<file path="src/rtl/icalc_pkg.sv">
// Shared constants, codes and types of the infix integer calculator.
package icalc_pkg;

  localparam int MAX_OPERAND_CHARS_DEF = 31;
  localparam int VALUE_BITS_DEF        = 32;

  localparam int CH_W     = 8;
  localparam int STATUS_W = 2;
  localparam int VALUE_W  = 32;

  localparam logic [CH_W-1:0] CH_NUL   = 8'd0;
  localparam logic [CH_W-1:0] CH_LF    = 8'd10;
  localparam logic [CH_W-1:0] CH_CR    = 8'd13;
  localparam logic [CH_W-1:0] CH_SPACE = 8'h20;
  localparam logic [CH_W-1:0] CH_STAR  = 8'h2A;
  localparam logic [CH_W-1:0] CH_PLUS  = 8'h2B;
  localparam logic [CH_W-1:0] CH_MINUS = 8'h2D;
  localparam logic [CH_W-1:0] CH_SLASH = 8'h2F;
  localparam logic [CH_W-1:0] CH_ZERO  = 8'h30;
  localparam logic [CH_W-1:0] CH_NINE  = 8'h39;

  typedef enum logic [1:0] {
    OP_ADD = 2'd0,
    OP_SUB = 2'd1,
    OP_MUL = 2'd2,
    OP_DIV = 2'd3
  } op_e;

  typedef enum logic [STATUS_W-1:0] {
    ST_OK       = 2'd0,
    ST_INVALID  = 2'd1,
    ST_DIV_ZERO = 2'd2
  } status_e;

  // Control part of one evaluation request from the parser to the ALU.
  typedef struct packed {
    logic valid;
    logic invalid;
    op_e  op;
  } job_ctl_t;

endpackage

</file>
<file path="src/rtl/icalc_parser.sv">
// Character parser: tracks the line phase and accumulates both operands.
module icalc_parser #(
  parameter int MAX_OPERAND_CHARS = icalc_pkg::MAX_OPERAND_CHARS_DEF,
  parameter int VALUE_BITS        = icalc_pkg::VALUE_BITS_DEF
) (
  input  logic                         clk_i,
  input  logic                         rst_ni,
  input  logic                         accept_i,
  input  logic [icalc_pkg::CH_W-1:0]   ch_i,
  output icalc_pkg::job_ctl_t          job_o,
  output logic [VALUE_BITS-1:0]        a_o,
  output logic [VALUE_BITS-1:0]        b_o
);
  import icalc_pkg::*;

  localparam int LEN_W = $clog2(MAX_OPERAND_CHARS + 1);
  localparam logic [LEN_W-1:0] LEN_MAX = LEN_W'(MAX_OPERAND_CHARS);

  typedef enum logic [5:0] {
    PH_LEAD  = 6'b000001,
    PH_LDIG  = 6'b000010,
    PH_LSP   = 6'b000100,
    PH_RLEAD = 6'b001000,
    PH_RDIG  = 6'b010000,
    PH_TRAIL = 6'b100000
  } phase_e;

  phase_e phase_q, phase_d;
  logic invalid_q, invalid_d;
  logic nonempty_q, nonempty_d;
  logic trunc_q, trunc_d;

  logic [VALUE_BITS-1:0] lval_q, lval_d, rval_q, rval_d;
  logic                  lneg_q, lneg_d, rneg_q, rneg_d;
  logic [LEN_W-1:0]      llen_q, llen_d, rlen_q, rlen_d;
  op_e                   op_q, op_d;

  logic                  is_end, is_digit, is_space, is_minus, is_op;
  op_e                   ch_op;
  logic [VALUE_BITS-1:0] acc_src, acc_new;

  always_comb begin
    is_end   = (ch_i == CH_LF) || (ch_i == CH_CR);
    is_digit = (ch_i >= CH_ZERO) && (ch_i <= CH_NINE);
    is_space = (ch_i == CH_SPACE);
    is_minus = (ch_i == CH_MINUS);
    is_op    = 1'b1;
    ch_op    = OP_ADD;
    case (ch_i)
      CH_PLUS:  ch_op = OP_ADD;
      CH_MINUS: ch_op = OP_SUB;
      CH_STAR:  ch_op = OP_MUL;
      CH_SLASH: ch_op = OP_DIV;
      default:  is_op = 1'b0;
    endcase
  end

  // One decimal digit per character: v * 10 + d, wrapping at the value width.
  always_comb begin
    case (phase_q)
      PH_LDIG: acc_src = lval_q;
      PH_RDIG: acc_src = rval_q;
      default: acc_src = '0;
    endcase
    acc_new = {acc_src[VALUE_BITS-4:0], 3'b000} + {acc_src[VALUE_BITS-2:0], 1'b0}
            + VALUE_BITS'(ch_i[3:0]);
  end

  always_comb begin
    phase_d    = phase_q;
    invalid_d  = invalid_q;
    nonempty_d = nonempty_q;
    trunc_d    = trunc_q;
    lval_d     = lval_q;
    lneg_d     = lneg_q;
    llen_d     = llen_q;
    rval_d     = rval_q;
    rneg_d     = rneg_q;
    rlen_d     = rlen_q;
    op_d       = op_q;
    if (accept_i) begin
      if (is_end) begin
        phase_d    = PH_LEAD;
        invalid_d  = 1'b0;
        nonempty_d = 1'b0;
        trunc_d    = 1'b0;
      end else begin
        nonempty_d = 1'b1;
        if (!trunc_q) begin
          if (ch_i == CH_NUL) begin
            trunc_d = 1'b1;
          end else begin
            case (phase_q)
              PH_LEAD: begin
                if (is_minus) begin
                  lval_d  = '0;
                  lneg_d  = 1'b1;
                  llen_d  = LEN_W'(1);
                  phase_d = PH_LDIG;
                end else if (is_digit) begin
                  lval_d  = acc_new;
                  lneg_d  = 1'b0;
                  llen_d  = LEN_W'(1);
                  phase_d = PH_LDIG;
                end else if (!is_space) begin
                  invalid_d = 1'b1;
                end
              end
              PH_LDIG, PH_LSP: begin
                if ((phase_q == PH_LDIG) && is_digit) begin
                  if (llen_q >= LEN_MAX) begin
                    invalid_d = 1'b1;
                  end else begin
                    lval_d = acc_new;
                    llen_d = llen_q + LEN_W'(1);
                  end
                end else if (is_space) begin
                  phase_d = PH_LSP;
                end else if (is_op) begin
                  op_d    = ch_op;
                  phase_d = PH_RLEAD;
                end else begin
                  invalid_d = 1'b1;
                end
              end
              PH_RLEAD: begin
                if (is_minus) begin
                  rval_d  = '0;
                  rneg_d  = 1'b1;
                  rlen_d  = LEN_W'(1);
                  phase_d = PH_RDIG;
                end else if (is_digit) begin
                  rval_d  = acc_new;
                  rneg_d  = 1'b0;
                  rlen_d  = LEN_W'(1);
                  phase_d = PH_RDIG;
                end else if (!is_space) begin
                  invalid_d = 1'b1;
                end
              end
              PH_RDIG: begin
                if (is_digit) begin
                  if (rlen_q >= LEN_MAX) begin
                    invalid_d = 1'b1;
                  end else begin
                    rval_d = acc_new;
                    rlen_d = rlen_q + LEN_W'(1);
                  end
                end else if (is_space) begin
                  phase_d = PH_TRAIL;
                end else begin
                  invalid_d = 1'b1;
                end
              end
              default: begin
                if (!is_space) begin
                  invalid_d = 1'b1;
                end
              end
            endcase
          end
        end
      end
    end
  end

  always_ff @(posedge clk_i or negedge rst_ni) begin
    if (!rst_ni) begin
      phase_q    <= PH_LEAD;
      invalid_q  <= 1'b0;
      nonempty_q <= 1'b0;
      trunc_q    <= 1'b0;
    end else begin
      phase_q    <= phase_d;
      invalid_q  <= invalid_d;
      nonempty_q <= nonempty_d;
      trunc_q    <= trunc_d;
    end
  end

  always_ff @(posedge clk_i) begin
    lval_q <= lval_d;
    lneg_q <= lneg_d;
    llen_q <= llen_d;
    rval_q <= rval_d;
    rneg_q <= rneg_d;
    rlen_q <= rlen_d;
    op_q   <= op_d;
  end

  // An operand has no digits when its length counts only the sign.
  always_comb begin
    job_o.valid   = accept_i && is_end && nonempty_q;
    job_o.invalid = invalid_q || !((phase_q == PH_RDIG) || (phase_q == PH_TRAIL))
                  || (llen_q == LEN_W'(lneg_q)) || (rlen_q == LEN_W'(rneg_q));
    job_o.op      = op_q;
    a_o           = lneg_q ? (VALUE_BITS'(0) - lval_q) : lval_q;
    b_o           = rneg_q ? (VALUE_BITS'(0) - rval_q) : rval_q;
  end

endmodule

</file>
<file path="src/rtl/icalc_alu.sv">
// Bit-serial arithmetic unit with the output word register.
module icalc_alu #(
  parameter int VALUE_BITS = icalc_pkg::VALUE_BITS_DEF
) (
  input  logic                                clk_i,
  input  logic                                rst_ni,
  input  icalc_pkg::job_ctl_t                 job_i,
  input  logic [VALUE_BITS-1:0]               a_i,
  input  logic [VALUE_BITS-1:0]               b_i,
  output logic                                ready_o,
  output logic                                out_valid_o,
  input  logic                                out_ready_i,
  output logic [icalc_pkg::STATUS_W-1:0]      status_o,
  output logic signed [icalc_pkg::VALUE_W-1:0] value_o
);
  import icalc_pkg::*;

  localparam int CNT_W = $clog2(VALUE_BITS + 1);

  typedef enum logic [4:0] {
    S_IDLE = 5'b00001,
    S_EVAL = 5'b00010,
    S_MUL  = 5'b00100,
    S_DIV  = 5'b01000,
    S_FIN  = 5'b10000
  } alu_state_e;

  alu_state_e state_q, state_d;
  logic [CNT_W-1:0] cnt_q, cnt_d;
  logic out_valid_q, out_valid_d;

  logic [VALUE_BITS-1:0] a_q, a_d, b_q, b_d, acc_q, acc_d;
  logic                  inv_q, inv_d, sgn_q, sgn_d;
  op_e                   op_q, op_d;
  status_e               st_q, st_d;
  logic [STATUS_W-1:0]   status_q, status_d;
  logic [VALUE_W-1:0]    value_q, value_d;

  logic [VALUE_BITS-1:0] ma, mb, res;
  logic [VALUE_BITS:0]   rem_sh, diff;
  logic [VALUE_W-1:0]    res32;
  logic                  load_out;

  always_comb begin
    ma     = a_q[VALUE_BITS-1] ? (VALUE_BITS'(0) - a_q) : a_q;
    mb     = b_q[VALUE_BITS-1] ? (VALUE_BITS'(0) - b_q) : b_q;
    rem_sh = {acc_q, a_q[VALUE_BITS-1]};
    diff   = rem_sh - {1'b0, b_q};
    if (op_q == OP_DIV) begin
      res = sgn_q ? (VALUE_BITS'(0) - a_q) : a_q;
    end else begin
      res = acc_q;
    end
  end

  if (VALUE_BITS >= VALUE_W) begin : g_trunc
    assign res32 = res[VALUE_W-1:0];
  end else begin : g_sext
    assign res32 = {{(VALUE_W - VALUE_BITS){res[VALUE_BITS-1]}}, res};
  end

  assign load_out = (state_q == S_FIN) && (!out_valid_q || out_ready_i);

  always_comb begin
    state_d     = state_q;
    cnt_d       = cnt_q;
    out_valid_d = out_valid_q;
    a_d         = a_q;
    b_d         = b_q;
    acc_d       = acc_q;
    inv_d       = inv_q;
    sgn_d       = sgn_q;
    op_d        = op_q;
    st_d        = st_q;
    status_d    = status_q;
    value_d     = value_q;
    if (out_valid_q && out_ready_i) begin
      out_valid_d = 1'b0;
    end
    case (state_q)
      S_IDLE: begin
        if (job_i.valid) begin
          a_d     = a_i;
          b_d     = b_i;
          inv_d   = job_i.invalid;
          op_d    = job_i.op;
          state_d = S_EVAL;
        end
      end
      S_EVAL: begin
        st_d    = ST_OK;
        cnt_d   = CNT_W'(VALUE_BITS);
        state_d = S_FIN;
        if (inv_q) begin
          st_d = ST_INVALID;
        end else begin
          case (op_q)
            OP_ADD: acc_d = a_q + b_q;
            OP_SUB: acc_d = a_q - b_q;
            OP_MUL: begin
              acc_d   = '0;
              state_d = S_MUL;
            end
            default: begin
              a_d   = ma;
              b_d   = mb;
              sgn_d = a_q[VALUE_BITS-1] ^ b_q[VALUE_BITS-1];
              acc_d = '0;
              if (mb == '0) begin
                st_d = ST_DIV_ZERO;
              end else begin
                state_d = S_DIV;
              end
            end
          endcase
        end
      end
      S_MUL: begin
        // Shift-and-add: one multiplier bit per cycle, low half kept.
        if (b_q[0]) begin
          acc_d = acc_q + a_q;
        end
        a_d   = {a_q[VALUE_BITS-2:0], 1'b0};
        b_d   = {1'b0, b_q[VALUE_BITS-1:1]};
        cnt_d = cnt_q - CNT_W'(1);
        if (cnt_q == CNT_W'(1)) begin
          state_d = S_FIN;
        end
      end
      S_DIV: begin
        // Restoring division: the dividend shifts out of a_q as quotient bits shift in.
        if (!diff[VALUE_BITS]) begin
          acc_d = diff[VALUE_BITS-1:0];
          a_d   = {a_q[VALUE_BITS-2:0], 1'b1};
        end else begin
          acc_d = rem_sh[VALUE_BITS-1:0];
          a_d   = {a_q[VALUE_BITS-2:0], 1'b0};
        end
        cnt_d = cnt_q - CNT_W'(1);
        if (cnt_q == CNT_W'(1)) begin
          state_d = S_FIN;
        end
      end
      S_FIN: begin
        if (load_out) begin
          out_valid_d = 1'b1;
          status_d    = st_q;
          value_d     = (st_q == ST_OK) ? res32 : '0;
          state_d     = S_IDLE;
        end
      end
      default: state_d = S_IDLE;
    endcase
  end

  always_ff @(posedge clk_i or negedge rst_ni) begin
    if (!rst_ni) begin
      state_q     <= S_IDLE;
      cnt_q       <= '0;
      out_valid_q <= 1'b0;
    end else begin
      state_q     <= state_d;
      cnt_q       <= cnt_d;
      out_valid_q <= out_valid_d;
    end
  end

  always_ff @(posedge clk_i) begin
    a_q      <= a_d;
    b_q      <= b_d;
    acc_q    <= acc_d;
    inv_q    <= inv_d;
    sgn_q    <= sgn_d;
    op_q     <= op_d;
    st_q     <= st_d;
    status_q <= status_d;
    value_q  <= value_d;
  end

  assign ready_o     = (state_q == S_IDLE);
  assign out_valid_o = out_valid_q;
  assign status_o    = status_q;
  assign value_o     = value_q;

endmodule

</file>
<file path="src/rtl/infix_integer_calculator_core.sv">
// Top level of the infix integer calculator: parser plus bit-serial ALU.
//
// Input channel: one ASCII character per word on ch_i (in_valid_i/in_ready_o).
// A line is [spaces][-]digits[spaces]op[spaces][-]digits[spaces], op one of
// + - * /, ended by LF or CR. A NUL byte makes the rest of the line ignored.
// Output channel: one word per non-empty line on status_o/value_o
// (out_valid_o/out_ready_i); status 0 ok, 1 invalid, 2 division by zero,
// value is zero unless the status is ok. Empty lines give no word.
// Ordinary characters are taken one per cycle while in_ready_o is high.
// A line end starts the ALU, which goes through S_EVAL, then S_MUL or S_DIV
// for a valid * or / line (S_DIV only with a nonzero divisor), then S_FIN,
// which loads the output register once it is free. The shift-and-add
// multiply and restoring divide each take one bit per cycle. in_ready_o
// is low while the ALU works on a line, from S_EVAL until it returns to
// S_IDLE on loading the output register.
// One finished word is held in the output register while the receiver
// stalls; parsing of the next line goes on meanwhile, and the next result
// waits in the ALU, with in_ready_o low, until that register is free.
// Reset returns the parser to the start of a line and empties the output.
module infix_integer_calculator_core #(
  parameter int MAX_OPERAND_CHARS = icalc_pkg::MAX_OPERAND_CHARS_DEF,
  parameter int VALUE_BITS        = icalc_pkg::VALUE_BITS_DEF
) (
  input  logic                                 clk_i,
  input  logic                                 rst_ni,
  input  logic                                 in_valid_i,
  output logic                                 in_ready_o,
  input  logic [icalc_pkg::CH_W-1:0]           ch_i,
  output logic                                 out_valid_o,
  input  logic                                 out_ready_i,
  output logic [icalc_pkg::STATUS_W-1:0]       status_o,
  output logic signed [icalc_pkg::VALUE_W-1:0] value_o
);
  import icalc_pkg::*;

  job_ctl_t              job;
  logic [VALUE_BITS-1:0] op_a, op_b;
  logic                  alu_ready;
  logic                  in_accept;

  assign in_ready_o = alu_ready;
  assign in_accept  = in_valid_i && alu_ready;

  icalc_parser #(
    .MAX_OPERAND_CHARS (MAX_OPERAND_CHARS),
    .VALUE_BITS        (VALUE_BITS)
  ) u_parser (
    .clk_i    (clk_i),
    .rst_ni   (rst_ni),
    .accept_i (in_accept),
    .ch_i     (ch_i),
    .job_o    (job),
    .a_o      (op_a),
    .b_o      (op_b)
  );

  icalc_alu #(
    .VALUE_BITS (VALUE_BITS)
  ) u_alu (
    .clk_i       (clk_i),
    .rst_ni      (rst_ni),
    .job_i       (job),
    .a_i         (op_a),
    .b_i         (op_b),
    .ready_o     (alu_ready),
    .out_valid_o (out_valid_o),
    .out_ready_i (out_ready_i),
    .status_o    (status_o),
    .value_o     (value_o)
  );

  // A word that reports an error carries a zero value.
  assert property (@(posedge clk_i) disable iff (!rst_ni)
    out_valid_o && (status_o != ST_OK) |-> (value_o == '0))
    else $error("error word with nonzero value");

  // Only the three defined status codes ever leave the block.
  assert property (@(posedge clk_i) disable iff (!rst_ni)
    out_valid_o |-> ((status_o == ST_OK) || (status_o == ST_INVALID)
                     || (status_o == ST_DIV_ZERO)))
    else $error("undefined status code");

  // A new word is loaded only from the final ALU state, while input is held off.
  assert property (@(posedge clk_i) disable iff (!rst_ni)
    $rose(out_valid_o) |-> $past(!in_ready_o))
    else $error("result word appeared without an ALU pass");

  // A line end with pending characters must start the ALU, which then drops ready.
  assert property (@(posedge clk_i) disable iff (!rst_ni)
    job.valid |=> !in_ready_o)
    else $error("line end did not start the ALU");

endmodule
</file>
<file path="config.mk">
export PLATFORM = sky130hd
export DESIGN_NAME = infix_integer_calculator_core
export DESIGN_NICKNAME = d
export VERILOG_FILES = /design/src/rtl/icalc_pkg.sv /design/src/rtl/icalc_parser.sv /design/src/rtl/icalc_alu.sv /design/src/rtl/infix_integer_calculator_core.sv
export SDC_FILE = /design/constraint.sdc
export NUM_CORES = 1
export LEC_CHECK = 0
export CAP_MARGIN = 20
export CORE_ASPECT_RATIO = 0.6
export CORE_MARGIN = 4
export CORE_UTILIZATION = 55
export DETAILED_ROUTE_END_ITERATION = 16
export DONT_BUFFER_PORTS = 1
export GPL_TIMING_DRIVEN = 0
export MAX_ROUTING_LAYER = met4
export PLACE_DENSITY_LB_ADDON = 0.1
export SKIP_LAST_GASP = 1
export SLEW_MARGIN = 20
export SYNTH_ARGS = -nofsm -noshare
export SYNTH_HDL_FRONTEND = slang
export SYNTH_SLANG_ARGS = --single-unit
</file>
<file path="constraint.sdc">
create_clock -name clk_i -period 6.95 [get_ports clk_i]
set_input_delay 1.39 -clock clk_i [delete_from_list [all_inputs] [get_ports clk_i]]
set_output_delay 1.39 -clock clk_i [all_outputs]
set_load 0.005 [all_outputs]
</file>
Yosys cells after proc, flatten, opt, wreduce, memory -nomap -nowiden. Cells that the tools add are included.

Register bits after elaboration: 235. Output and inout bits: 36. Logic and storage cells: 233.

Add/sub/neg operators: 13. $lt $le $gt $ge: 4. Eq/ne operators: 51. Muxes and demuxes: 83. Bitwise gates (word level): 8. Reduce and logical (&&, ||, !) cells: 49.

Operator list (count): two-way mux 32 bit (21); one-hot mux 32 bit (2 select lines) (3); one-hot mux 32 bit (3 select lines) (2); one-hot mux 32 bit (4 select lines) (1); subtractor 1 x 32 -> 32 bit (first input constant) (4); adder 32 bit (3); two-way mux 6 bit (12); one-hot mux 31 bit (2 select lines) (1); two-way mux 5 bit (11); equality test 8 x 6 -> 1 bit (second input constant) (5); subtractor 33 x 32 -> 33 bit (1); adder 32 x 4 -> 32 bit (1); zero test 32 bit (1); subtractor 32 bit (1); one-hot mux 5 bit (2 select lines) (3); one-hot mux 6 bit (4 select lines) (1); AND reduction 8 bit (3); two-way mux 1 bit (23); one-hot mux 5 bit (4 select lines) (1); equality test 8 x 4 -> 1 bit (second input constant) (2); != test 4 x 3 -> 1 bit (second input constant) (4); != test 2 x 1 -> 1 bit (second input constant) (7); equality test 6 x 1 -> 1 bit (second input constant) (2); != test 2 bit (second input constant) (6); other kinds (46) (89).

Depth between registers and ports, before layout. Gate-level depths: netlist (run 1).

Depth in word-level cells: 10. Depth in mapped cells: 22. Depth with buffers taken out: 19.

Modules after synthesis. A second synthesis (run 1) with hierarchy kept.

Cell total of the unflattened synthesis: 2533. Area, all modules: 22127.5 um2.

By module, submodules not included: icalc_alu (instances 1, cells each 1669, area an instance 14313.7 um2, sequential area each 4385.5 um2); icalc_parser (instances 1, cells each 863, area an instance 7807.5 um2, sequential area each 2568.7 um2); infix_integer_calculator_core (instances 1, cells each 1, area an instance 6.3 um2, sequential area each 0.0 um2).

Least setup slack after synthesis (run 1). Ideal clock, no wire load.

Path kind: input-to-reg. Start point: in ch_i[4] (netlist bit). End point: reg u_alu.a_q[0] (enable). Setup time: 467 ps. Arrival: 4948 ps. Required time: 6483 ps. Path slack: 1535 ps. Stages: 7. Path through: nor3_1 > nand3_1 > nor2_1 > and3_1 > nand2_1 > a21oi_1 > a21boi_0.

Cells in the longest elaborated chain, start to end: 6. Elaborated cells on any way between the ends: 7. Classes of those cells: eq/ne (3); reduce/logical (4).

Ends and longest elaborated chain: start: declaration (RTL line infix_integer_calculator_core.sv:28) `input logic [icalc_pkg::CH_W-1:0] ch_i,`; equality test 8 x 4 -> 1 bit (RTL line icalc_parser.sv:43) `is_end = (ch_i == CH_LF) || (ch_i == CH_CR);`; logical OR 1 bit (*) (RTL line icalc_parser.sv:43); logical AND 1 bit (*) (2 in a row) (RTL line icalc_parser.sv:193) `job_o.valid = accept_i && is_end && nonempty_q;`; != test 2 bit (no source line) (*); AND reduction 5 bit (no source line) (*); end signal: assignment (RTL line icalc_alu.sv:169) `a_q <= a_d;`; end: declaration (RTL line icalc_alu.sv:32) `logic [VALUE_BITS-1:0] a_q, a_d, b_q, b_d, acc_q, acc_d;`.

Every way passes the cells marked *; elsewhere a longest branch is shown, timed or not. A chain may end at the register's enable or synchronous reset.

Final worst setup path (run 1).
Start point: reg u_alu.b_q[6]. End point: reg u_alu.acc_q[25] (data pin).

Cells in the longest elaborated chain, start to end: 4. Elaborated cells on any way between the ends: 7. Classes of those cells: add/sub (3); mux (4).

Ends and longest elaborated chain: start: declaration (RTL line icalc_alu.sv:32); start signal: assignment (RTL line icalc_alu.sv:170) `b_q <= b_d;`; subtractor 32 bit or adder 32 bit (tied branches) (RTL line icalc_alu.sv:99, icalc_alu.sv:98); one-hot mux 32 bit (2 select lines) (RTL line icalc_alu.sv:97) `case (op_q)`; two-way mux 32 bit (RTL line icalc_alu.sv:94) `if (inv_q) begin`; one-hot mux 32 bit (3 select lines) (*) (RTL line icalc_alu.sv:80) `case (state_q)`; via u_alu.acc_d[25] (RTL line icalc_alu.sv:32); end signal: assignment (RTL line icalc_alu.sv:171) `acc_q <= acc_d;`; end: declaration (RTL line icalc_alu.sv:32).

Mark *: on every way through the listed nets, which the timed path passes. The rest lies on a longest branch. The select of a mux whose other input is x is not followed.

==> metrics.yaml, run 1 <==
synthesis:
  syn_area_um2: 20970
  synth_nets: 2536
  synth_cell_types: 87
  synth_area_leaders: "edfxtp_1, ha_1, xnor2_1"
  seq_area_frac_synth_pct: 33.16
  synth_seq_cells: 235
  synth_edf_count: 214
  synth.top_cell.area_share_pct: 30.64
  async_reset_ff_share_pct: 8.936
  yosysWarnings: 0
  syn_avg_cell_area_um2: 8.901
  synth_top_flop_cell: "edfxtp_1"
  syn_inst: 2356
  synth_top_cell_by_area: "edfxtp_1"
cts:
  cts_tree: "built"
  path_clk_slew_ns: 0.07
  cts_setup_buffers: 0
  cts.repair.resized: 0
  clk_path_buf_depth: 3
  cts_sinks: 235
  cts_hold_buffers: 0
  cts-root-buf: "clkbuf_16"
  htree_levels: 1
  numCtsBuffers: 25
  clkLatencyLatePin_ns: 0.57
floorplanning:
  rows: 55
  die_w_um: 260.1
  ios: 48
  die-area_um2: 41420
  core_um2: 37640
  die_h_um: 159.3
  start_util_pct: 55.71
drt:
  antenna_left: 0
  drc_errors: 0
  routed_via_density: 6.730
  dr_total_vias: 19680
  routed_wl_um: 74810
  firstDrtPassIters: 6
  dr.first_iter.drc_count: 2861
  routedWlPerCell_um: 25.58
critical_path:
  r2r_setup_slack_ns: 0.45
  critPathCaptureType: "flop"
  worstSetupPathType: "flop to flop"
  reg2reg_to: "u_alu.acc_q[25]$_DFFE_PP_"
  crit_path_max_fanout: 9
  crit_slowest_cell: "nor4_1"
  reg2reg_depth: 18
  cpPeakStageDelay_ns: 0.90
  worstPathRequired_ns: 7.23
  cp_cell_sequence: "clkbuf_1, nor4_1, nand3_1, or2_2, clkbuf_1, or3_1, clkbuf_1, nand2_1, xnor2_1, ha_1, a2111oi_0, o21ai_0, o41ai_1, o21ai_0, xnor2_1, o22ai_1, a31oi_1, o21ai_0"
  start_kind: "flop"
  critPathArrivalTime_ns: 6.78
  r2r-start: "u_alu.b_q[6]$_DFFE_PP_"
job:
  maxCapViolations: 0
worst_hold_path:
  min_path_cells: 0
  hold_start: "u_parser.op_q[1]$_DFFE_PP_"
  hold_end: "u_alu.op_q[1]$_DFFE_PP_"
  hold_path_class: "flop to flop"
cells_and_area:
  finalNetCount: 2572
  final_area_um2: 22690
  final_layout_size_suffix_gt1_share_pct: 4.148
  syn_to_final_growth_pct: 8.204
  fillCellCount: 3341
  n_antenna_cell: 0
timing:
  finalWorstSetupSlack_ns: 0.4528
  setup-tns-final_ns: 0
  timing.final.crit_share_pct: 93.48
  rsz0062_at_grt: "no"
  setup_viol: 0
  slew_headroom_pct: 22.35
  post-route-min-period_ns: 6.497
  clock_skew_ns: 0.01629
  fmax_mhz: 153.9
  finalHoldViolations: 0
  worstMarginPinSlew_ns: 1.165
  slew_viol_final: 0
power_and_ir_drop:
  ir_drop_mv: 0.1550
  powerDensity_nw_per_um2: 131.0
  power.leakage_nw: 8.753
run_status:
  status: "finished, final reports clean"
global_routing:
  grt_usage_pct: 35.86
  antenna_found_initial: 0
  grt_pass1_wl_um: 111100
  grt_max_degree: 26
  overflow: 0
  first_global_vias: 17750
placement:
  post-place-ws_ns: 0.4599
  portBuffers: 0
  post-dp-hpwl_um: 59740
  placed_area_um2: 21840
  place_congestion: 1.108
[cells in the final DEF (no fill, tap or decap), types with 43 or more instances in the layout]
| master | count |
|---|---|
| xnor2_1 | 158 |
| nor2_1 | 219 |
| a21oi_1 | 119 |
| clkbuf_1 | 98 |
| a21o_1 | 54 |
| inv_1 | 66 |
| a22oi_1 | 46 |
| nand2_1 | 247 |
| nor3_1 | 43 |
| xor2_1 | 137 |
| edfxtp_1 | 214 |
| ha_1 | 164 |
| o21ai_0 | 154 |
[state kept, by name, summed over array words and instances, names as in the netlist, 6 cells and up]
register and cells:
u_parser.lval_q 32, u_parser.phase_q 6, u_alu.value_o 32, u_alu.a_q 32
u_alu.b_q 32, u_alu.acc_q 32, u_alu.cnt_q 6, u_parser.rval_q 32
[logic make-up (layout without fill, tap and decap cells)]
kind of cell             Yosys count  after routing  synth area share, %
XOR/XNOR                         295            295                12.32
buffers and inverters            171            226                3.079
adder cells (fa/ha/maj)          168            168                10.17
multiplexers                      33             33                1.605
flip-flops                       235            235                33.16
AND/OR/NAND/NOR                  774            774                17.64
AO/OA/AOI/OAI                    680            680                22.03
[stage by stage]
stage               util (%)  cells  hold slack [ns]  total power, mW
global route           60.28   2924           0.4396            3.039
floorplan                  -   2356           0.4003            1.562
CTS                    60.27   2924           0.4283            2.969
detailed placement     58.03   2878           0.4134            1.565
global placement       57.42   2869           0.4066            1.564
finish                 60.28   2924           0.4273            2.973
[routing by layer]
layer | share of wire, % | up-vias | GRT usage, %
met4 | 1.6 | 0 | 5.289
met5 | 0 | - | -
met1 | 46 | 9526 | 55.47
met3 | 15 | 90 | 12.49
met2 | 38 | 1169 | 45.22
li1 | - | 8893 | -
[cell type report]
class / instances / area, um2 / share of cell area, %
buffer: 101 / 382.9 / 1.687
clock buffer: 35 / 735.7 / 3.242
clock inverter: 11 / 107.6 / 0.4742
inverter: 70 / 262.8 / 1.158
multi-input combinational: 1950 / 13450 / 59.29
sequential: 235 / 6954 / 30.65
tap: 513 / 641.9 / 2.829
timing repair buffer: 9 / 152.6 / 0.6727
[synthesized netlist by cell type, types with 13 or more instances]
cell type,n
xnor2_1,158
a211oi_1,35
nand3_1,39
nor4_1,19
clkbuf_1,93
nor3_1,43
or3_1,34
and2_1,20
a21oi_1,120
a21o_1,54
nor2_1,220
o31ai_1,42
o21a_1,21
nand2_1,247
edfxtp_1,214
o21bai_1,13
or4_1,14
xor2_1,137
o41ai_1,17
ha_1,164
o211ai_1,15
and3_1,24
nand4_1,17
mux2i_1,28
a22oi_1,46
inv_1,66
nor2b_1,25
o221ai_1,41
nand2b_1,25
o21ai_0,154
a22o_1,29
a31oi_1,19
dfrtp_1,19
[worst max-delay path by stage]
stage	depth (start not counted)	end	from
after CTS	17	u_alu.acc_q[25]$_DFFE_PP_	u_alu.b_q[0]$_DFFE_PP_
final	18	u_alu.acc_q[25]$_DFFE_PP_	u_alu.b_q[6]$_DFFE_PP_
after floorplan	7	u_alu.a_q[0]$_DFFE_PP_	ch_i[4]
after global placement	7	u_alu.a_q[1]$_DFFE_PP_	ch_i[4]
after global routing	18	u_alu.acc_q[25]$_DFFE_PP_	u_alu.b_q[6]$_DFFE_PP_
after detailed placement	17	u_alu.acc_q[25]$_DFFE_PP_	u_alu.b_q[0]$_DFFE_PP_
[report_power, final]
group,internal (mW),total [mW],switching [mW]
registers,1.52,1.52,0.0000000000000000226
clock network,0.814,1.44,0.624
logic,0.00620,0.0132,0.00700
[critical path, delay by kind of cell, from the launching register on]
family          cells  cell delay, ns
xor+xnor            2            0.37
flops               1            0.36
simple gates        5            1.91
compound gates      7            2.62
fa+ha+maj           1            0.28
buf+inv             3            0.69
(Power assumes the default switching activity.)
==> run 2, diff against run 1 <==
--- a/config.mk
+++ b/config.mk
@@ -5,9 +5,9 @@
 export SDC_FILE = /design/constraint.sdc
 export NUM_CORES = 1
 export LEC_CHECK = 0
+export ABC_AREA = 1
 export CAP_MARGIN = 20
 export CORE_ASPECT_RATIO = 0.6
-export CORE_MARGIN = 4
 export CORE_UTILIZATION = 55
 export DETAILED_ROUTE_END_ITERATION = 16
 export DONT_BUFFER_PORTS = 1
==> constraint.sdc (replaced) <==
create_clock -name clk_i -period 8.4 [get_ports clk_i]
set_input_delay 1.68 -clock clk_i [delete_from_list [all_inputs] [get_ports clk_i]]
set_output_delay 1.68 -clock clk_i [all_outputs]
set_load 0.005 [all_outputs]
==> run 2 against run 1 <==
  * Sequential power up 11%
  * Synthesized cell count up 41%
  * Largest power group is now combinational logic
  * First-iteration DRC count up 51%
==> metrics.yaml, run 2 <==
cts:
  cts.repair.resized: 0  # unchanged
  clkLatencyLatePin_ns: 0.56  # about the same
  cts_setup_buffers: 0  # unchanged
  cts_hold_buffers: 0  # unchanged
  cts-root-buf: "clkbuf_16"
  cts_sinks: 235  # unchanged
  cts_tree: "built"
  htree_levels: 1  # unchanged
  path_clk_slew_ns: 0.07  # about the same
  clk_path_buf_depth: 3  # unchanged
  numCtsBuffers: 24  # -4.0%
synthesis:
  synth_seq_cells: 235  # unchanged
  synth_top_flop_cell: "edfxtp_1"
  synth_area_leaders: "edfxtp_1, nand2_1, ha_1"
  synthMostInstantiatedCell: "nand2_1"
  yosysWarnings: 0  # unchanged
  syn_inst: 3329  # +41%
  synthMuxAreaShare_pct: 0  # -1.6 points
  synth-simple-area-share_pct: 30.33  # +13 points
  synth_top_family_by_area: "simple AND/OR/NAND/NOR gates"
  synth_compound_area_share_pct: 18.16  # -3.9 points
  synth_cell_types: 66  # -24%
  synth_xor_area_share_pct: 3.909  # -8.4 points
  syn_avg_cell_area_um2: 6.933  # -22%
  seq_area_frac_synth_pct: 30.13  # -3.0 points
  synth_edf_count: 214  # unchanged
  synth_top_cell_by_area: "edfxtp_1"
  synth-adder-area-share_pct: 9.238  # -0.93 points
  synth_commonest_cells: "nand2_1, inv_1, nor2_1"
  synth.top_cell.area_share_pct: 27.84  # -2.8 points
  async_reset_ff_share_pct: 8.936  # unchanged
  syn_area_um2: 23080  # +10%
  synth_nets: 3509  # +38%
critical_path:
  critPathArrivalTime_ns: 5.94  # -0.84 ns
  critPathCaptureType: "flop"
  cp-endpoint: "u_parser.lval_q[20]$_DFFE_PP_"
  worstSetupPathType: "flop to flop"
  crit_slowest_cell: "clkbuf_1"
  reg2reg_depth: 21  # +3
  reg2reg_to: "u_parser.lval_q[20]$_DFFE_PP_"
  start_kind: "flop"
  cpPeakStageDelay_ns: 0.77  # -0.13 ns
  cp_cell_sequence: "inv_1, nand4_1, clkbuf_1, buf_1, o22ai_1, ha_1, ha_1, inv_1, fa_1, o21ai_1, nand2_1, nand3_1, nand2_1, nand2_1, nand2_1, nand2_1, nand2_1, nand2_1, a21oi_1, xor2_1, nor2_1"
  r2r-start: "u_parser.phase_q[0]$_DFFE_PN1P_"
  r2r_setup_slack_ns: 2.74  # +2.29 ns
  worstPathRequired_ns: 8.68  # +1.45 ns
  cp.depth: 21  # +3
  cp.buffers_inverters: 4  # +1
  crit_start: "u_parser.phase_q[0]$_DFFE_PN1P_"
  crit_path_max_fanout: 10  # +1
  cpMostUsedCell: "nand2_1"
  crit_family: "simple AND/OR/NAND/NOR gates"
drt:
  firstDrtPassIters: 7  # +1
  antenna_left: 0  # unchanged
  routedWlPerCell_um: 25.38  # -0.79%
  drc_errors: 0  # unchanged
  dr_total_vias: 25770  # +31%
  routed_via_density: 6.529  # -3.0%
  routed_wl_um: 100200  # +34%
  dr.first_iter.drc_count: 4322  # +51%
power_and_ir_drop:
  power.leakage_nw: 10.98  # +25%
  p_total_mw: 5.653  # +90%
  ir_drop_mv: 0.2001  # +29%
  powerDensity_nw_per_um2: 228.6  # +74%
floorplanning:
  ios: 48  # unchanged
  die_h_um: 160.7  # +0.89%
  die_w_um: 266.5  # +2.4%
  start_util_pct: 56.38  # +0.66 points
  die-area_um2: 42810  # +3.4%
  core_um2: 40940  # +8.8%
  rows: 57  # +3.6%
global_routing:
  grtUsageMet1_pct: 66.84  # +11 points
  first_global_vias: 22960  # +29%
  grt.busiest_layer: "met1"
  grt_pass1_wl_um: 145000  # +31%
  grt_usage_pct: 47.38  # +12 points
  antenna_found_initial: 5  # +5
  overflow: 0  # unchanged
  gr-usage-met2_pct: 57.29  # +12 points
  grtUsageMet3_pct: 27.03  # +15 points
  grt_max_degree: 32  # +23%
timing:
  slew_viol_final: 0  # unchanged
  worstMarginPinSlew_ns: 1.293  # +0.1285 ns
  post-route-min-period_ns: 5.661  # -0.8359 ns
  setup_viol: 0  # unchanged
  timing.final.crit_share_pct: 67.40  # -26 points
  setup-tns-final_ns: 0  # unchanged
  rsz0062_at_grt: "no"
  clock_skew_ns: 0.02698  # +0.01069 ns
  slew_headroom_pct: 13.38  # -9.0 points
  finalWorstSetupSlack_ns: 2.739  # +2.286 ns
  fmax_mhz: 176.6  # +15%
  finalHoldViolations: 0  # unchanged
  hold_ws_ns: 0.4500  # +0.02266 ns
cells_and_area:
  fin_cells: 3946  # +35%
  finalNetCount: 3543  # +38%
  fillCellCount: 3832  # +15%
  final_common_cell: "nand2_1"
  final_cell_mix: "nand2_1, inv_1, nor2_1"
  multi_input_area_um2: 14280  # +6.2%
  final_layout_size_suffix_gt1_share_pct: 5.058  # +0.91 points
  regArea_um2: 6954  # unchanged
  syn_to_final_growth_pct: 7.146
placement:
  post-place-ws_ns: 3.178  # +2.718 ns
  portBuffers: 0  # unchanged
  place_congestion: 1.157  # +4.5%
  post-dp-hpwl_um: 83430  # +40%
  dp_cells: 3897  # +35%
worst_hold_path:
  hold_path_class: "flop to flop"
job:
  maxCapViolations: 0  # unchanged
run_status:
  status: "finished, final reports clean"
run 2: cell count changes after synthesis, moves of 65 or more:
cell     change
nand2_1    +503
inv_1      +328
nand3_1    +205
nor2_1     +165
a21oi_1    +134
xnor2_1    -127
o21ai_0     +77
xor2_1      -65
run 2: layout make-up:
| cell class | count | share of cell area, % |
|---|---|---|
| timing repair buffer | 8 | 0.4655 |
| multi-input combinational | 2601 | 57.76 |
| antenna | 5 | 0.05060 |
| sequential | 235 | 28.12 |
| buffer | 80 | 1.412 |
| inverter | 413 | 6.269 |
| clock buffer | 30 | 2.606 |
| clock inverter | 14 | 0.4756 |
| tap | 560 | 2.834 |
run 2: layer usage:
layer / share of wire [%] / wire length [um]
met5: 0 / 0
met2: 36 / 35700
met1: 41 / 41310
met3: 21 / 21000
met4: 2.1 / 2143
run 2: per-stage QoR:
step,area [um2],utilization (%)
6_report,24730,60.40
5_1_grt,24730,60.40
4_1_cts,24720,60.37
3_5_place_dp,23950,58.51
3_3_place_gp,23780,58.09
2_1_floorplan,23080,-
run 2: worst min-delay path by stage:
stage,from,endpoint,cells after the start
5_1_grt,u_parser.op_q[0]$_DFFE_PP_,u_alu.op_q[0]$_DFFE_PP_,0
4_1_cts,u_parser.op_q[1]$_DFFE_PP_,u_alu.op_q[1]$_DFFE_PP_,0
3_3_place_gp,u_parser.op_q[1]$_DFFE_PP_,u_alu.op_q[1]$_DFFE_PP_,0
2_1_floorplan,u_parser.op_q[0]$_DFFE_PP_,u_alu.op_q[0]$_DFFE_PP_,0
6_report,u_parser.op_q[1]$_DFFE_PP_,u_alu.op_q[1]$_DFFE_PP_,0
3_5_place_dp,u_parser.op_q[1]$_DFFE_PP_,u_alu.op_q[1]$_DFFE_PP_,0
run 2: logic make-up after synthesis:
group	count (synthesis)
compound gates	726
xor+xnor	103
fa+ha+maj	168
buf+inv	493
flops	235
simple gates	1604
run 2: report_power, final:
group	internal, mW	leakage (nW)	switching, mW
sequential	1.49	2.23	0.204
clock	0.605	0.370	0.509
combinational	0.847	8.38	2.00
